**src/ppp_pkg.sv**
```systemverilog
`default_nettype none
package ppp_pkg;

    localparam int CAM_W  = 34;   // camera coordinate, 22 fraction bits
    localparam int DEN_W  = 33;   // -Z, always positive when used
    localparam int PRE_W  = 51;   // f*c + 256*den
    localparam int NUM_W  = 64;   // numerator after scaling by the image size
    localparam int DIV_W  = DEN_W + 9;
    localparam int QBITS  = 15;   // quotient bits below the saturation point
    localparam int ADDR_W = 6;

    typedef enum logic [2:0] {
        REG_ROW_X        = 3'd0,
        REG_ROW_Y        = 3'd1,
        REG_ROW_Z        = 3'd2,
        REG_FOCAL_X      = 3'd3,
        REG_FOCAL_Y      = 3'd4,
        REG_IMAGE_WIDTH  = 3'd5,
        REG_IMAGE_HEIGHT = 3'd6
    } t_reg_idx;

    typedef struct packed {
        logic [63:0] row_x;
        logic [63:0] row_y;
        logic [63:0] row_z;
        logic [15:0] focal_x;
        logic [15:0] focal_y;
        logic [12:0] image_width;
        logic [12:0] image_height;
    } t_cfg;

    localparam t_cfg CFG_RESET = '{
        row_x:        64'd16384,
        row_y:        64'd1073741824,
        row_z:        64'd70368744177664,
        focal_x:      16'd256,
        focal_y:      16'd256,
        image_width:  13'd640,
        image_height: 13'd480
    };

endpackage
`default_nettype wire

```
**src/ppp_cfg.sv**
```systemverilog
`default_nettype none
module ppp_cfg (
    input  wire logic                  i_clk,
    input  wire logic                  i_rst_n,
    input  wire logic                  psel,
    input  wire logic                  penable,
    input  wire logic                  pwrite,
    input  wire logic [ppp_pkg::ADDR_W-1:0] paddr,
    input  wire logic [63:0]           pwdata,
    output logic [63:0]                prdata,
    output logic                       pready,
    output ppp_pkg::t_cfg              o_cfg
);
    import ppp_pkg::*;

    t_cfg     r_cfg;
    t_reg_idx w_idx;

    assign w_idx  = t_reg_idx'(paddr[5:3]);
    assign pready = 1'b1;
    assign o_cfg  = r_cfg;

    always_ff @(posedge i_clk) begin
        if (!i_rst_n) begin
            r_cfg <= CFG_RESET;
        end else if (psel && penable && pwrite) begin
            case (w_idx)
                REG_ROW_X:        r_cfg.row_x        <= pwdata;
                REG_ROW_Y:        r_cfg.row_y        <= pwdata;
                REG_ROW_Z:        r_cfg.row_z        <= pwdata;
                REG_FOCAL_X:      r_cfg.focal_x      <= pwdata[15:0];
                REG_FOCAL_Y:      r_cfg.focal_y      <= pwdata[15:0];
                REG_IMAGE_WIDTH:  r_cfg.image_width  <= pwdata[12:0];
                REG_IMAGE_HEIGHT: r_cfg.image_height <= pwdata[12:0];
                default:          ;
            endcase
        end
    end

    always_comb begin
        case (w_idx)
            REG_ROW_X:        prdata = r_cfg.row_x;
            REG_ROW_Y:        prdata = r_cfg.row_y;
            REG_ROW_Z:        prdata = r_cfg.row_z;
            REG_FOCAL_X:      prdata = {48'd0, r_cfg.focal_x};
            REG_FOCAL_Y:      prdata = {48'd0, r_cfg.focal_y};
            REG_IMAGE_WIDTH:  prdata = {51'd0, r_cfg.image_width};
            REG_IMAGE_HEIGHT: prdata = {51'd0, r_cfg.image_height};
            default:          prdata = 64'd0;
        endcase
    end
endmodule
`default_nettype wire

```
**config.mk**
```make
export PLATFORM = sky130hd
export DESIGN_NAME = ppp_cfg
export DESIGN_NICKNAME = d
export VERILOG_FILES = /design/src/ppp_pkg.sv /design/src/ppp_cfg.sv
export SDC_FILE = /design/constraint.sdc
export NUM_CORES = 1
export LEC_CHECK = 0
export BUFFER_PORTS_ARGS = -buffer_cell sky130_fd_sc_hd__buf_2
export CORE_MARGIN = 2
export CORE_UTILIZATION = 30
export CTS_BUF_LIST = sky130_fd_sc_hd__clkbuf_2 sky130_fd_sc_hd__clkbuf_4 sky130_fd_sc_hd__clkbuf_8
export DETAILED_ROUTE_END_ITERATION = 8
export RECOVER_POWER = 25
export SYNTH_ARGS = -nofsm -noshare
export SYNTH_HDL_FRONTEND = slang
export SYNTH_SLANG_ARGS = --single-unit
```
**constraint.sdc**
```tcl
create_clock -name i_clk -period 1.1 [get_ports i_clk]
set_input_delay 0 -clock i_clk [delete_from_list [all_inputs] [get_ports i_clk]]
set_output_delay 0 -clock i_clk [all_outputs]
set_load 0.03 [all_outputs]
```
* Word-level counts from Yosys, hierarchy flattened
Index checks and enable logic that the tools add are counted.
Word-level totals: word-level logic and storage cells 24, register bits 250, output and inout bits 315, input port bits 75
Cells by class: equal/unequal tests 6, reductions and logical operators 10, muxes and demuxes 1
Operators by type and width (number):
- 64-bit case mux with 7 select lines | 1
- 2-bit AND reduction | 7
- 3-bit == test (second input constant) | 3
- 3-bit by 2-bit == test with 1-bit output (second input constant) | 2
- 3-bit by 1-bit == test with 1-bit output (second input constant) | 1
- 3-bit zero test | 1
- 1-bit logical AND | 2

* Longest topological paths before layout
depth in word-level cells 3, gate-level depth with buffers 7

* Least setup slack after synthesis
No wires, ideal clock.
path type reg-to-output, from reg r_cfg (netlist bit o_cfg[60]), to out prdata[2], path slack -0.218 ns, stages on the path, launching flop included 4, path buffers 0, data arrival time 1.318 ns, cell sequence dfxtp_1 > mux4_2 > nor2_1 > a21oi_1
Between the ends: cells in the longest elaborated chain, start to end 1
RTL lines:
- start: declaration | line ppp_cfg.sv:16 | t_cfg r_cfg;
- 64-bit case mux with 7 select lines | line ppp_cfg.sv:41 | case (w_idx)
- end: declaration | line ppp_cfg.sv:10 | output logic [63:0] prdata,
Every way passes these cells.

* Worst setup path after layout
from reg r_cfg (netlist bit o_cfg[7]), to out prdata[7]
The elaborated chain is that of the path after synthesis.

==> run_results.csv <==
group,metric,value,unit
timing,slew_headroom,41.7,%
clock_tree,clock_latency,0.58,ns
routing,wirelength,50100,um
clock_tree,clk_pin_slew,0.06,ns
min_path,hold_start,"pwrite",
min_path,whs_path_depth,5,
yosys,syn_area,0.0114,mm2
min_path,hold_class,"in -> reg",
finish,seqCellArea,0.00543,mm2
clock_tree,cts_tree,"done",
finish,nets,1963,
global_route,grt_pass1_wl,70600,um
finish,multi_input_area,0.00647,mm2
global_route,grtUsageTotal,23.0,%
place,portBuffers,385,
run_status,violations,"setup timing",
yosys,synth_edf_count,0,
yosys,ys.flop_type,"dfxtp_1",
finish,nFillCells,2921,
timing,finalCritPeriodShare,159,%
finish,largest_reg_flops,250,
yosys,synth_fp_nets,1235,
timing,final_hold_viol_count,0,
power_and_ir_drop,p_leak,0.00896,uW
setup_path,critPathLaunchType,"flip-flop",
finish,final_cell_mix,"buf_6, nand2_1, mux2i_1",
timing,fin_skew,0,ns
timing,tightest_slew,0.872,ns
power_and_ir_drop,power,21200,uW
flow_run,maxCapViolCount,0,
yosys,yosysUniqueCellTypes,32,
run_status,outcome,"complete, but fails checks",
floorplan,ios,390,
floorplan,die_h,199,um
floorplan,dieArea,0.0395,mm2
routing,drtIter0Drc,478,
place,dp_hpwl,28100,um
finish,final_common_cell,"buf_6",
timing,setup_viol,460,
global_route,grt_max_degree,73,
setup_path,worst_r2r_path_depth,5,
finish,final_cells,2437,
setup_path,r2r_end,"o_cfg[115]$_SDFFE_PN0P_",
routing,first_pass_iters,5,
timing,fmax,573,MHz
global_route,grt_pass1_vias,12648,
finish,area_growth,91.4,%
timing,layout_setup_ws,-0.646,ns
routing,routed_via_density,4.94,
floorplan,start_util,30.3,%
global_route,antenna_found_initial,1,
clock_tree,clkSinkCount,250,
setup_path,crit_arrival,1.75,ns
yosys,syn_area_per_cell,9.81,um2
place,dp_cells,2103,
routing,post_drt_wl_per_cell,20.5,um
floorplan,num_rows,71,
yosys,synth-async-reset-ratio,0,%
setup_path,cp_data_required_time,1.10,ns
timing,maxSlewViolCount,0,
yosys,ys_ff_latch,250,
clock_tree,numCtsBuffers,45,
power_and_ir_drop,p_per_area,974,mW/mm2
timing,period_needed,1.75,ns
timing,grt_setup_unrepaired,"yes",
setup_path,rrSetupSlack,0.17,ns
floorplan,coreArea,0.0375,mm2
setup_path,endpoint_kind,"output port",
global_route,grt-ovfl-total,0,
finish,drive_gt1_share,63.1,%
clock_tree,htreeDepth,2,
setup_path,crit_type,"reg -> out",
floorplan,dieWidth,199,um
routing,drc,0,
clock_tree,cts-root-buf,"clkbuf_8",
routing,vias,12048,
min_path,hold_end,"o_cfg[20]$_SDFFE_PN1P_",
yosys,yosysSeqAreaShare,44.0,%
yosys,yosysWarnings,0,
setup_path,r2r_start,"o_cfg[115]$_SDFFE_PN0P_",
clock_tree,clock_path_buffers,3,
power_and_ir_drop,ir_worst_vdd,0.747,mV
yosys,netlist_instances,1160,
setup_path,path_max_fanout,2,
place,gp_congestion,0.806,
routing,drtAntennaViolNets,0,
area by class of cell:
type,count,share of cell area (%)
multi-input cells,804,29.7
clock buffers,75,4.14
clock inverters,8,0.322
diodes,2,0.0230
repair buffers,779,37.8
well taps,511,2.94
flip-flops and latches,250,25.0
inverters,8,0.138
repair_timing:
action                                  in CTS  in global routing
cloned                                       0                  4
hold endpoints to repair                   250                 83
endpoints found under the setup margin     314                564
resized for setup                         1055                205
pin swaps                                   14                 20
buffers inserted                            97                139
hold buffers                                70                  3
metrics by stage:
| step | instance area [um2] | TNS (ns) | worst slack (ns) | hold slack [ns] | util (%) |
|---|---|---|---|---|---|
| after CTS | 20500 | -145.18 | -0.715 | -0.113 | 54.8 |
| after floorplan | 11700 | -3.35 | -0.0750 | 0.161 | - |
| after global routing | 21800 | -103.64 | -0.706 | 0.00818 | 58.1 |
| after global placement | 15100 | -41.19 | -0.235 | 0.284 | 40.3 |
| final | 21800 | -77.05 | -0.646 | 0.0193 | 58.1 |
| after detailed placement | 15100 | -47.29 | -0.312 | 0.291 | 40.3 |
layer usage:
| metal | track usage, % | up-vias | wire (um) |
|---|---|---|---|
| met5 | 0 | - | 0 |
| met4 | 13.8 | 0 | 2550 |
| met3 | 5.65 | 165 | 3180 |
| met2 | 39.6 | 514 | 25000 |
| met1 | 25.8 | 5909 | 19400 |
| li1 | - | 5460 | - |
where the power goes:
| part | total, uW | switching [uW] | internal [uW] |
|---|---|---|---|
| clock | 9520 | 4120 | 5400 |
| combinational | 2600 | 1410 | 1200 |
| sequential | 9100 | 68.7 | 9030 |
synth_stat cells (4+ instances only):
library cell / number / area share [%]
clkbuf_1: 50 / 1.6
o21ai_0: 11 / 0.48
nor2_1: 62 / 2.0
dfxtp_1: 250 / 44
o311ai_1: 4 / 0.31
buf_2: 9 / 0.40
a2bb2oi_1: 61 / 4.7
buf_6: 13 / 1.3
buf_12: 6 / 1.1
nand2_1: 307 / 10
inv_1: 8 / 0.26
mux4_2: 11 / 2.2
o211ai_1: 4 / 0.26
a21oi_1: 13 / 0.57
buf_4: 17 / 1.1
mux2i_1: 303 / 27
worst max-delay path by stage:
| stage | start | cells past startpoint | end | slack [ns] |
|---|---|---|---|---|
| 6_report | o_cfg[7]$_SDFFE_PN1P_ | 4 | prdata[7] | -0.65 |
| 3_3_place_gp | paddr[4] | 6 | o_cfg[174]$_SDFFE_PN0P_ | -0.23 |
| 4_1_cts | o_cfg[7]$_SDFFE_PN1P_ | 4 | prdata[7] | -0.71 |
| 3_5_place_dp | paddr[4] | 6 | o_cfg[170]$_SDFFE_PN0P_ | -0.31 |
| 2_1_floorplan | o_cfg[107]$_SDFFE_PN0P_ | 3 | prdata[49] | -0.07 |
| 5_1_grt | o_cfg[29]$_SDFFE_PN0P_ | 4 | prdata[3] | -0.71 |
worst max-delay path, cell delays in order, from the launching register on:
cell and delay, ns:
dfxtp_2 0.34, mux4_2 0.50, nor2_4 0.13, a21oi_4 0.04, buf_6 0.15
cell families after synthesis:
family	synth area share, %
AND/OR/NAND/NOR	13.8
flip-flops	44.0
multiplexers	29.3
AO/OA/AOI/OAI	6.98
buffers and inverters	5.87
other	0.0330
No activity file was read; power rests on OpenSTA's default activity.
